`src/hw/rtl/phaser_pkg.sv`:
```
// Package with shared types, register indexes, state codes and saturation helpers for the phaser.
package phaser_pkg;

   localparam int DEF_MAX_STAGES = 16;
   localparam int DEF_KNEE       = 28000;

   localparam int CSR_INDEX_W = 3;
   localparam int CSR_DATA_W  = 15;

   localparam logic [CSR_INDEX_W-1:0] REG_STAGE_COUNT = 3'd0;
   localparam logic [CSR_INDEX_W-1:0] REG_FEEDBACK    = 3'd1;
   localparam logic [CSR_INDEX_W-1:0] REG_MIX         = 3'd2;
   localparam logic [CSR_INDEX_W-1:0] REG_COEF        = 3'd3;
   localparam logic [CSR_INDEX_W-1:0] REG_SIXTEEN_BIT = 3'd4;
   localparam logic [CSR_INDEX_W-1:0] REG_SIGNED      = 3'd5;

   localparam logic [4:0]  RST_STAGE_COUNT = 5'd1;
   localparam logic [14:0] RST_FEEDBACK    = 15'd22936;
   localparam logic [14:0] RST_MIX         = 15'd0;
   localparam logic [14:0] RST_COEF        = 15'd32767;

   localparam logic [14:0] BYPASS_LIMIT = 15'd328;
   localparam logic [14:0] FB_MIN       = 15'd3276;
   localparam logic [14:0] FB_MAX       = 15'd29490;
   localparam logic [7:0]  SIGN_FLIP_8  = 8'h80;
   localparam logic [15:0] SIGN_FLIP_16 = 16'h8000;

   localparam int STATE_W = 4;
   localparam logic [STATE_W-1:0] ST_IDLE    = 4'd0;
   localparam logic [STATE_W-1:0] ST_FB_MUL  = 4'd1;
   localparam logic [STATE_W-1:0] ST_FB_ADD  = 4'd2;
   localparam logic [STATE_W-1:0] ST_AP_MUL1 = 4'd3;
   localparam logic [STATE_W-1:0] ST_AP_ADD1 = 4'd4;
   localparam logic [STATE_W-1:0] ST_AP_MUL2 = 4'd5;
   localparam logic [STATE_W-1:0] ST_AP_ADD2 = 4'd6;
   localparam logic [STATE_W-1:0] ST_WET_MUL = 4'd7;
   localparam logic [STATE_W-1:0] ST_WET_ADD = 4'd8;
   localparam logic [STATE_W-1:0] ST_LIM_MUL = 4'd9;
   localparam logic [STATE_W-1:0] ST_LIM_DIV = 4'd10;
   localparam logic [STATE_W-1:0] ST_FINISH  = 4'd11;

   typedef struct packed {
      logic [4:0]  stage_count;
      logic [14:0] feedback_q15;
      logic [14:0] mix_q15;
      logic [14:0] allpass_coef_q15;
      logic        sixteen_bit;
      logic        signed_samples;
   } cfg_type;

   typedef struct packed {
      logic [STATE_W-1:0] op;
      logic               accept;
      logic               rsp_load;
   } cmd_type;

   typedef struct packed {
      logic bypass;
      logic last_stage;
   } status_type;

   function automatic logic signed [17:0] sext16(input logic signed [15:0] a);
      return {{2{a[15]}}, a};
   endfunction

   function automatic logic signed [15:0] sat18(input logic signed [17:0] v);
      logic signed [15:0] r;
      if (v > 18'sd32767) begin
         r = 16'sh7fff;
      end else if (v < -18'sd32768) begin
         r = 16'sh8000;
      end else begin
         r = v[15:0];
      end
      return r;
   endfunction

   function automatic logic signed [15:0] q15_sat(input logic signed [35:0] p);
      logic signed [20:0] s;
      logic signed [15:0] r;
      s = p[35:15];
      if (s > 21'sd32767) begin
         r = 16'sh7fff;
      end else if (s < -21'sd32768) begin
         r = 16'sh8000;
      end else begin
         r = s[15:0];
      end
      return r;
   endfunction

endpackage

```
`src/hw/rtl/phaser_allpass_cascade_top.sv`:
```
// Top level of the phaser: configuration registers, sequencer and datapath.
//
// The block takes one audio sample per transfer on the req_ channel (valid and
// ready) together with a channel flag, and returns one sample per transfer on
// the rsp_ channel. Settings are written on the csr_ channel, which is always
// ready; write it only while no sample is in flight. Writing the stage count
// also clears the all-pass stage memories of both channels.
// A processed sample steps through the single shared multiplier, which each of the N
// stages in use takes twice, with an add step after each product. A bypassed sample
// goes from its transfer in straight to the final step. The result appears on rsp_
// when it leaves the final step. While a result waits for the receiver, the next
// sample is accepted and processed; it then waits in its final step until the
// output register is free. Reset clears the feedback words and stage memories and
// restores the default settings.
module phaser_allpass_cascade_top #(
   parameter int MAX_STAGES = phaser_pkg::DEF_MAX_STAGES,
   parameter int KNEE       = phaser_pkg::DEF_KNEE
) (
   input  logic                              clock,
   input  logic                              reset,
   input  logic                              req_valid,
   output logic                              req_ready,
   input  logic [15:0]                       req_in_sample,
   input  logic                              req_right_channel,
   output logic                              rsp_valid,
   input  logic                              rsp_ready,
   output logic [15:0]                       rsp_out_sample,
   input  logic                              csr_valid,
   output logic                              csr_ready,
   input  logic [phaser_pkg::CSR_INDEX_W-1:0] csr_index,
   input  logic [phaser_pkg::CSR_DATA_W-1:0]  csr_wdata
);

   phaser_pkg::cfg_type    cfg_ff;
   phaser_pkg::cmd_type    cmd;
   phaser_pkg::status_type status;
   logic                   csr_write;
   logic                   mem_clear;

   assign csr_ready = 1'b1;
   assign csr_write = csr_valid && csr_ready;
   assign mem_clear = csr_write && (csr_index == phaser_pkg::REG_STAGE_COUNT);

   always_ff @(posedge clock) begin
      if (reset) begin
         cfg_ff.stage_count      <= phaser_pkg::RST_STAGE_COUNT;
         cfg_ff.feedback_q15     <= phaser_pkg::RST_FEEDBACK;
         cfg_ff.mix_q15          <= phaser_pkg::RST_MIX;
         cfg_ff.allpass_coef_q15 <= phaser_pkg::RST_COEF;
         cfg_ff.sixteen_bit      <= 1'b1;
         cfg_ff.signed_samples   <= 1'b1;
      end else if (csr_write) begin
         case (csr_index)
            phaser_pkg::REG_STAGE_COUNT: cfg_ff.stage_count      <= csr_wdata[4:0];
            phaser_pkg::REG_FEEDBACK:    cfg_ff.feedback_q15     <= csr_wdata;
            phaser_pkg::REG_MIX:         cfg_ff.mix_q15          <= csr_wdata;
            phaser_pkg::REG_COEF:        cfg_ff.allpass_coef_q15 <= csr_wdata;
            phaser_pkg::REG_SIXTEEN_BIT: cfg_ff.sixteen_bit      <= csr_wdata[0];
            phaser_pkg::REG_SIGNED:      cfg_ff.signed_samples   <= csr_wdata[0];
            default: begin
            end
         endcase
      end
   end

   phaser_ctrl u_ctrl (
      .clock     (clock),
      .reset     (reset),
      .req_valid (req_valid),
      .req_ready (req_ready),
      .rsp_valid (rsp_valid),
      .rsp_ready (rsp_ready),
      .status    (status),
      .cmd       (cmd)
   );

   phaser_dp #(
      .MAX_STAGES (MAX_STAGES),
      .KNEE       (KNEE)
   ) u_dp (
      .clock             (clock),
      .reset             (reset),
      .cfg               (cfg_ff),
      .mem_clear         (mem_clear),
      .cmd               (cmd),
      .status            (status),
      .req_in_sample     (req_in_sample),
      .req_right_channel (req_right_channel),
      .rsp_out_sample    (rsp_out_sample)
   );

endmodule

```
`src/hw/rtl/phaser_ctrl.sv`:
```
// Phaser sequencer: runs feedback, stages, mix and limiter per sample unless bypassed.
module phaser_ctrl (
   input  logic                   clock,
   input  logic                   reset,
   input  logic                   req_valid,
   output logic                   req_ready,
   output logic                   rsp_valid,
   input  logic                   rsp_ready,
   input  phaser_pkg::status_type status,
   output phaser_pkg::cmd_type    cmd
);

   logic [phaser_pkg::STATE_W-1:0] state_ff;
   logic [phaser_pkg::STATE_W-1:0] state_in;
   logic                           rsp_valid_ff;
   logic                           rsp_valid_in;

   assign req_ready = (state_ff == phaser_pkg::ST_IDLE);
   assign rsp_valid = rsp_valid_ff;

   always_comb begin
      state_in     = state_ff;
      cmd          = '0;
      cmd.op       = state_ff;
      case (state_ff)
         phaser_pkg::ST_IDLE: begin
            if (req_valid) begin
               cmd.accept = 1'b1;
               state_in   = status.bypass ? phaser_pkg::ST_FINISH : phaser_pkg::ST_FB_MUL;
            end
         end
         phaser_pkg::ST_FB_MUL:  state_in = phaser_pkg::ST_FB_ADD;
         phaser_pkg::ST_FB_ADD:  state_in = phaser_pkg::ST_AP_MUL1;
         phaser_pkg::ST_AP_MUL1: state_in = phaser_pkg::ST_AP_ADD1;
         phaser_pkg::ST_AP_ADD1: state_in = phaser_pkg::ST_AP_MUL2;
         phaser_pkg::ST_AP_MUL2: state_in = phaser_pkg::ST_AP_ADD2;
         phaser_pkg::ST_AP_ADD2: begin
            state_in = status.last_stage ? phaser_pkg::ST_WET_MUL : phaser_pkg::ST_AP_MUL1;
         end
         phaser_pkg::ST_WET_MUL: state_in = phaser_pkg::ST_WET_ADD;
         phaser_pkg::ST_WET_ADD: state_in = phaser_pkg::ST_LIM_MUL;
         phaser_pkg::ST_LIM_MUL: state_in = phaser_pkg::ST_LIM_DIV;
         phaser_pkg::ST_LIM_DIV: state_in = phaser_pkg::ST_FINISH;
         phaser_pkg::ST_FINISH: begin
            if (!rsp_valid_ff || rsp_ready) begin
               cmd.rsp_load = 1'b1;
               state_in     = phaser_pkg::ST_IDLE;
            end
         end
         default: state_in = phaser_pkg::ST_IDLE;
      endcase
   end

   always_comb begin
      if (cmd.rsp_load) begin
         rsp_valid_in = 1'b1;
      end else if (rsp_ready) begin
         rsp_valid_in = 1'b0;
      end else begin
         rsp_valid_in = rsp_valid_ff;
      end
   end

   always_ff @(posedge clock) begin
      if (reset) begin
         state_ff     <= phaser_pkg::ST_IDLE;
         rsp_valid_ff <= 1'b0;
      end else begin
         state_ff     <= state_in;
         rsp_valid_ff <= rsp_valid_in;
      end
   end

   a_last_stage_exits: assert property (@(posedge clock) disable iff (reset)
      (state_ff == phaser_pkg::ST_AP_ADD2 && status.last_stage)
      |=> state_ff == phaser_pkg::ST_WET_MUL)
      else $error("stage loop did not exit after the last stage");

   a_bypass_skips: assert property (@(posedge clock) disable iff (reset)
      (cmd.accept && status.bypass) |=> state_ff == phaser_pkg::ST_FINISH)
      else $error("bypass sample did not go straight to the output");

   a_finish_holds: assert property (@(posedge clock) disable iff (reset)
      (state_ff == phaser_pkg::ST_FINISH && rsp_valid_ff && !rsp_ready)
      |=> (state_ff == phaser_pkg::ST_FINISH && rsp_valid_ff))
      else $error("result overwrote an output that was not yet taken");

endmodule

```
`src/hw/rtl/phaser_dp.sv`:
```
// Datapath for the phaser: shared multiplier, stage memory, feedback words and limiter.
module phaser_dp #(
   parameter int MAX_STAGES = phaser_pkg::DEF_MAX_STAGES,
   parameter int KNEE       = phaser_pkg::DEF_KNEE
) (
   input  logic                   clock,
   input  logic                   reset,
   input  phaser_pkg::cfg_type    cfg,
   input  logic                   mem_clear,
   input  phaser_pkg::cmd_type    cmd,
   output phaser_pkg::status_type status,
   input  logic [15:0]            req_in_sample,
   input  logic                   req_right_channel,
   output logic [15:0]            rsp_out_sample
);

   localparam int DEPTH       = 2 * MAX_STAGES;
   localparam int ADDR_W      = $clog2(DEPTH);
   localparam int CNT_W       = $clog2(MAX_STAGES + 1);
   localparam int LIMIT_SCALE = (65535 * (32768 - KNEE)) / (65536 - KNEE);
   localparam logic signed [17:0] KNEE_S  = 18'(KNEE);
   localparam logic signed [17:0] SCALE_S = 18'(LIMIT_SCALE);

   logic [15:0]        raw_ff;
   logic signed [15:0] dry_ff;
   logic               ch_ff;
   logic               bypass_ff;
   logic signed [15:0] word_ff;
   logic signed [15:0] ap_ff;
   logic signed [35:0] prod_ff;
   logic signed [17:0] v_ff;
   logic signed [15:0] res_ff;
   logic [CNT_W-1:0]   stage_ff;
   logic [15:0]        rsp_out_sample_ff;
   logic signed [15:0] fbw_ff [2];

   logic [15:0]        allpass_ff [DEPTH];
   logic [DEPTH-1:0]   valid_ff;
   logic [15:0]        rd_data_ff;
   logic               rd_valid_ff;

   logic [15:0]        raw_in;
   logic [7:0]         u8;
   logic signed [15:0] dry_in;
   logic [14:0]        fb_clamped;
   logic [CNT_W-1:0]   stages_eff;
   logic [ADDR_W-1:0]  addr;
   logic               mem_we;
   logic signed [15:0] mem_wdata;
   logic signed [15:0] rd_mem;
   logic signed [17:0] mul_a;
   logic signed [17:0] mul_b;
   logic signed [35:0] prod_in;
   logic signed [17:0] mag;
   logic               lim_pos;
   logic               lim_neg;
   logic [31:0]        div_x;
   logic [31:0]        div_s;
   logic [15:0]        div_q1;
   logic [31:0]        div_r;
   logic [15:0]        div_q;
   logic signed [17:0] lim_v;
   logic [15:0]        out_fmt;

   always_comb begin
      raw_in = cfg.sixteen_bit ? req_in_sample : {8'h00, req_in_sample[7:0]};
      u8     = raw_in[7:0] ^ (cfg.signed_samples ? 8'h00 : phaser_pkg::SIGN_FLIP_8);
      if (cfg.sixteen_bit) begin
         dry_in = raw_in ^ (cfg.signed_samples ? 16'h0000 : phaser_pkg::SIGN_FLIP_16);
      end else begin
         dry_in = {{8{u8[7]}}, u8};
      end
   end

   always_comb begin
      if (cfg.feedback_q15 < phaser_pkg::FB_MIN) begin
         fb_clamped = phaser_pkg::FB_MIN;
      end else if (cfg.feedback_q15 > phaser_pkg::FB_MAX) begin
         fb_clamped = phaser_pkg::FB_MAX;
      end else begin
         fb_clamped = cfg.feedback_q15;
      end
      if (cfg.stage_count == 5'd0) begin
         stages_eff = CNT_W'(1);
      end else if (32'(cfg.stage_count) > 32'(MAX_STAGES)) begin
         stages_eff = CNT_W'(MAX_STAGES);
      end else begin
         stages_eff = CNT_W'(cfg.stage_count);
      end
   end

   assign status.bypass     = (cfg.mix_q15 <= phaser_pkg::BYPASS_LIMIT);
   assign status.last_stage = (({1'b0, stage_ff} + 1'b1) == {1'b0, stages_eff});

   assign addr = ch_ff ? (ADDR_W'(MAX_STAGES) + ADDR_W'(stage_ff)) : ADDR_W'(stage_ff);
   assign mem_we    = (cmd.op == phaser_pkg::ST_AP_ADD2);
   assign mem_wdata = phaser_pkg::sat18(phaser_pkg::sext16(phaser_pkg::q15_sat(prod_ff))
                                        + phaser_pkg::sext16(word_ff));
   assign rd_mem    = rd_valid_ff ? rd_data_ff : 16'sh0000;

   always_comb begin
      lim_pos = (v_ff > KNEE_S);
      lim_neg = (v_ff < -KNEE_S);
      if (lim_pos) begin
         mag = v_ff - KNEE_S;
      end else if (lim_neg) begin
         mag = -v_ff - KNEE_S;
      end else begin
         mag = 18'sd0;
      end
   end

   always_comb begin
      mul_a = 18'sd0;
      mul_b = 18'sd0;
      case (cmd.op)
         phaser_pkg::ST_FB_MUL: begin
            mul_a = phaser_pkg::sext16(fbw_ff[ch_ff]);
            mul_b = {3'b000, fb_clamped};
         end
         phaser_pkg::ST_AP_MUL1: begin
            mul_a = phaser_pkg::sext16(word_ff);
            mul_b = -$signed({3'b000, cfg.allpass_coef_q15});
         end
         phaser_pkg::ST_AP_MUL2: begin
            mul_a = phaser_pkg::sext16(ap_ff);
            mul_b = {3'b000, cfg.allpass_coef_q15};
         end
         phaser_pkg::ST_WET_MUL: begin
            mul_a = phaser_pkg::sext16(word_ff);
            mul_b = {3'b000, cfg.mix_q15};
         end
         phaser_pkg::ST_LIM_MUL: begin
            mul_a = mag;
            mul_b = SCALE_S;
         end
         default: begin
            mul_a = 18'sd0;
            mul_b = 18'sd0;
         end
      endcase
   end

   assign prod_in = mul_a * mul_b;

   // Division by 65535 through a shifted reciprocal and one correction step.
   always_comb begin
      div_x  = prod_ff[31:0];
      div_s  = div_x + {16'h0000, div_x[31:16]};
      div_q1 = div_s[31:16];
      div_r  = div_x - {div_q1, 16'h0000} + {16'h0000, div_q1};
      div_q  = (div_r >= 32'd65535) ? (div_q1 + 16'd1) : div_q1;
      if (lim_pos) begin
         lim_v = KNEE_S + $signed({2'b00, div_q});
      end else if (lim_neg) begin
         lim_v = -KNEE_S - $signed({2'b00, div_q});
      end else begin
         lim_v = v_ff;
      end
   end

   always_comb begin
      if (cfg.sixteen_bit) begin
         out_fmt = res_ff ^ (cfg.signed_samples ? 16'h0000 : phaser_pkg::SIGN_FLIP_16);
      end else begin
         out_fmt = {8'h00, res_ff[7:0] ^ (cfg.signed_samples ? 8'h00 : phaser_pkg::SIGN_FLIP_8)};
      end
   end

   assign rsp_out_sample = rsp_out_sample_ff;

   always_ff @(posedge clock) begin
      if (mem_we) begin
         allpass_ff[addr] <= mem_wdata;
      end
      rd_data_ff <= allpass_ff[addr];
   end

   always_ff @(posedge clock) begin
      if (reset || mem_clear) begin
         valid_ff    <= '0;
         rd_valid_ff <= 1'b0;
      end else begin
         if (mem_we) begin
            valid_ff[addr] <= 1'b1;
         end
         rd_valid_ff <= valid_ff[addr];
      end
   end

   always_ff @(posedge clock) begin
      if (reset) begin
         fbw_ff[0] <= 16'sh0000;
         fbw_ff[1] <= 16'sh0000;
      end else if (mem_we && status.last_stage) begin
         fbw_ff[ch_ff] <= ap_ff;
      end
   end

   always_ff @(posedge clock) begin
      if (cmd.accept) begin
         raw_ff    <= raw_in;
         dry_ff    <= dry_in;
         ch_ff     <= req_right_channel;
         bypass_ff <= status.bypass;
         stage_ff  <= '0;
      end
      case (cmd.op)
         phaser_pkg::ST_FB_MUL,
         phaser_pkg::ST_AP_MUL1,
         phaser_pkg::ST_AP_MUL2,
         phaser_pkg::ST_WET_MUL,
         phaser_pkg::ST_LIM_MUL: prod_ff <= prod_in;
         phaser_pkg::ST_FB_ADD: begin
            word_ff <= phaser_pkg::sat18(phaser_pkg::sext16(dry_ff)
                                         + phaser_pkg::sext16(phaser_pkg::q15_sat(prod_ff)));
         end
         phaser_pkg::ST_AP_ADD1: begin
            ap_ff <= phaser_pkg::sat18(phaser_pkg::sext16(phaser_pkg::q15_sat(prod_ff))
                                       + phaser_pkg::sext16(rd_mem));
         end
         phaser_pkg::ST_AP_ADD2: begin
            word_ff  <= ap_ff;
            stage_ff <= stage_ff + 1'b1;
         end
         phaser_pkg::ST_WET_ADD: begin
            v_ff <= phaser_pkg::sext16(dry_ff) + phaser_pkg::sext16(phaser_pkg::q15_sat(prod_ff));
         end
         phaser_pkg::ST_LIM_DIV: res_ff <= phaser_pkg::sat18(lim_v);
         default: begin
         end
      endcase
      if (cmd.rsp_load) begin
         rsp_out_sample_ff <= bypass_ff ? raw_ff : out_fmt;
      end
   end

   a_stage_in_range: assert property (@(posedge clock) disable iff (reset)
      (cmd.op == phaser_pkg::ST_AP_MUL1) |-> (stage_ff < stages_eff))
      else $error("stage counter ran past the configured stage count");

   a_bypass_passes_raw: assert property (@(posedge clock) disable iff (reset)
      (cmd.rsp_load && bypass_ff) |=> (rsp_out_sample_ff == $past(raw_ff)))
      else $error("bypassed sample was altered");

endmodule

```
`config.mk`:
```
export PLATFORM = sky130hd
export DESIGN_NAME = phaser_allpass_cascade_top
export DESIGN_NICKNAME = d
export VERILOG_FILES = /design/src/hw/rtl/phaser_pkg.sv /design/src/hw/rtl/phaser_allpass_cascade_top.sv /design/src/hw/rtl/phaser_ctrl.sv /design/src/hw/rtl/phaser_dp.sv
export SDC_FILE = /design/constraint.sdc
export NUM_CORES = 2
export LEC_CHECK = 0
export BUFFER_PORTS_ARGS = -buffer_cell sky130_fd_sc_hd__buf_4
export CELL_PAD_IN_SITES_DETAIL_PLACEMENT = 1
export CELL_PAD_IN_SITES_GLOBAL_PLACEMENT = 1
export CORE_ASPECT_RATIO = 1.25
export CORE_MARGIN = 8
export CORE_UTILIZATION = 50
export CTS_CLUSTER_DIAMETER = 60
export DETAILED_ROUTE_END_ITERATION = 7
export GPL_ROUTABILITY_DRIVEN = 0
export PLACE_DENSITY_LB_ADDON = 0.1
export SYNTH_ARGS = -nofsm -noshare
export SYNTH_HDL_FRONTEND = slang
export SYNTH_SLANG_ARGS = --single-unit
```
`constraint.sdc`:
```
create_clock -name clock -period 18.6 [get_ports clock]
set_input_delay 3.72 -clock clock [delete_from_list [all_inputs] [get_ports clock]]
set_output_delay 3.72 -clock clock [all_outputs]
set_load 0.005 [all_outputs]
```
==> flow_summary.toml <==
[finish]
area_growth_syn_to_layout_pct = 10.1
final_cells = 5705
n_antenna_cell = 0
n_fill_cell = 10200
nNetsFinal = 4926
drive_above_1_share_pct = 11.5
final_core_util_pct = 55.5

[detailed_routing]
routed_wl_um = 149000
first_pass_iters = 5
drt_iter0_markers = 2049
drc_errors = 0
avgRoutedWirePerCell_um = 26.1
routed_via_density = 5.88
ant_nets = 0
num_vias = 33600

[sta]
period_minus_slack_ns = 10.72
fin_crit_sh_pct = 57.7
hold_ws_ns = 0.467
drv_slew = 0
finClkSkew_ns = 0.0749
setup_viol = 0
rsz0062_at_grt = "false"
worst_slew_pin_slew_ns = 1.19
slew_headroom_pct = 20.3
finalSetupTns_ns = 0
hold_violations = 0
fmax_mhz = 93.2

[power]
powerDensity_mw_per_mm2 = 155
vdd_ir_drop_max_v = 0.000192
p_leak_nw = 21.4

[global_route]
grt_pass1_vias = 36700
antenna_found_initial = 1
grt_util_all_layers_pct = 26.8
grt_overflow = 0
grt_max_degree = 103
grt_pass1_wl_um = 225000

[logic_synthesis]
synthTopCellsByCount = "edfxtp_1, inv_1, nand2_1"
synth_warnings = 0
synth_edf_count = 693
syn_area_per_cell_um2 = 11.7
syn_nets = 4863
synth_top_area_cell = "edfxtp_1"
synth-seq-cells = 800
synth_ff_type = "edfxtp_1"
synthArstFlopShare_pct = 0
yosysMostFrequentCell = "edfxtp_1"
netlist.area_leader.share_pct = 41.7
synth.distinct_cells = 98
syn-cell-area_mm2 = 0.0499
synth.area.top_cells = "edfxtp_1, fa_1, mux4_2"
synthCells = 4263
synth_seq_area_share_pct = 46.0

[clocking]
clock_path_buffers = 3
post_cts_resized = 0
cts.htree.levels = 3
cts_root_buf = "clkbuf_16"
cts_tree = "built"
path_clk_slew_ns = 0.06
insertion_delay_ns = 0.69
cts.sinks = 800
cts_inserted_buffers = 81
hold_buffers = 0
postCtsSetupBuffers = 0

[worst_setup_path]
critPathArrivalTime_ns = 11.17
crit-reg2reg-launch = "u_dp.v_ff[7]"
cp-start-kind = "register"
crit_path_end_kind = "register"
critPathMaxFanout = 24
slowest_delay_ns = 0.78
critPathKind = "register to register"
worstPathRequired_ns = 19.05
slowest_stage = "ha_1"
cpMostUsedCell = "inv_1"
startpoint = "u_dp.v_ff[7]"

[placed_design]
portBuffers = 57
dp_hpwl_um = 111000
dp_cells = 5553

[job]
cap_violations = 0

[floorplanning]
core_mm2 = 0.0989
die_w_um = 299
dieHeight_um = 369
start_util_pct = 50.4
ios = 59
fp-row-count = 129
die_area_mm2 = 0.110

[run_status]
status = "finished, final reports clean"

[worst_hold_path]
hold_path_class = "register to register"
min-delay-start = "u_dp.valid_ff[23]"
state kept, by name, summed over array words and instances, names as in the netlist, 4 cells and up, named ones only:
name,cells
u_ctrl.state_ff,4
u_dp.fbw_ff,32
u_dp.res_ff,16
u_dp.rsp_out_sample,16
u_dp.v_ff,17
cfg_ff,52
u_dp.prod_ff,36
u_dp.valid_ff,32
u_dp.stage_ff,5
u_dp.word_ff,16
u_dp.dry_ff,16
u_dp.allpass_ff,512
u_dp.raw_ff,9
u_dp.rd_data_ff,16
u_dp.ap_ff,16
metal layers:
layer	global-route usage (%)	wire [um]	vias to the layer above
met4	14.1	8690	2
met2	50.1	79700	847
met3	2.73	4950	331
met5	0	13	-
met1	30.0	55400	17400
li1	-	-	15000
final timing paths:
kind	to	slack, ns	cells past startpoint
max	u_dp.prod_ff[34]	7.88	38
min	u_dp.valid_ff[23]	0.47	2
max reg2reg	u_dp.prod_ff[34]	7.88	38
min reg2reg	u_dp.valid_ff[23]	0.47	2
layout make-up:
cell class | instances | area, um2 | share of cell area, %
Clock buffer | 112 | 2190 | 3.99
Clock inverter | 40 | 522 | 0.950
Inverter | 534 | 2000 | 3.65
Multi-Input combinational cell | 2759 | 24500 | 44.6
Tap cell | 1310 | 1640 | 2.98
Sequential cell | 800 | 23000 | 41.8
Timing Repair Buffer | 150 | 1140 | 2.07
critical path: cells and delay by family, from the launching register on:
family	cells	cell delay (ns)
AO/OA/AOI/OAI	18	3.95
buffers and inverters	6	0.63
AND/OR/NAND/NOR	5	1.68
flip-flops	1	0.47
XOR/XNOR	1	0.08
adder cells (fa/ha/maj)	8	3.65
cell usage in the layout, fill, tap and decap left out, drive strengths merged, types with 112 or more instances in the layout:
cell type / Yosys / final
ha: 228 / 228
clkbuf: 141 / 112
nand2: 513 / 513
inv: 532 / 536
edfxtp: 693 / 693
a21oi: 193 / 193
nor2: 298 / 298
o21ai: 140 / 140
buf: 29 / 150
fa: 332 / 332
xnor2: 113 / 113
mux4: 136 / 136
logic make-up after synthesis:
family	after synthesis	share of synthesized area [%]
and+or+nand+nor	1204	11.0
DFF	800	46.0
buffers and inverters	704	5.36
AOI/OAI and AO/OA	670	8.93
adders and majority gates	560	19.0
muxes	179	7.04
xor gates and xnor gates	145	2.67
other	1	0.00752
per-stage QoR:
step / cell area (um2) / power (mW) / setup WS [ns]
after detailed placement: 52200 / 6.91 / 7.98
after global routing: 54900 / 8.94 / 7.11
after CTS: 54900 / 8.58 / 7.90
after global placement: 52200 / 6.80 / 8.08
after floorplan: 49900 / 5.33 / 9.51
final: 54900 / 8.52 / 7.88
power breakdown:
part / switching, mW / leakage, nW / total, mW / internal, mW
clock network: 0.727 / 1.29 / 1.66 / 0.928
logic: 2.65 / 13.0 / 3.78 / 1.13
registers: 0.145 / 7.16 / 3.09 / 2.94
total: 3.53 / 21.4 / 8.52 / 5.00
Power figures use the tool's default switching activity.
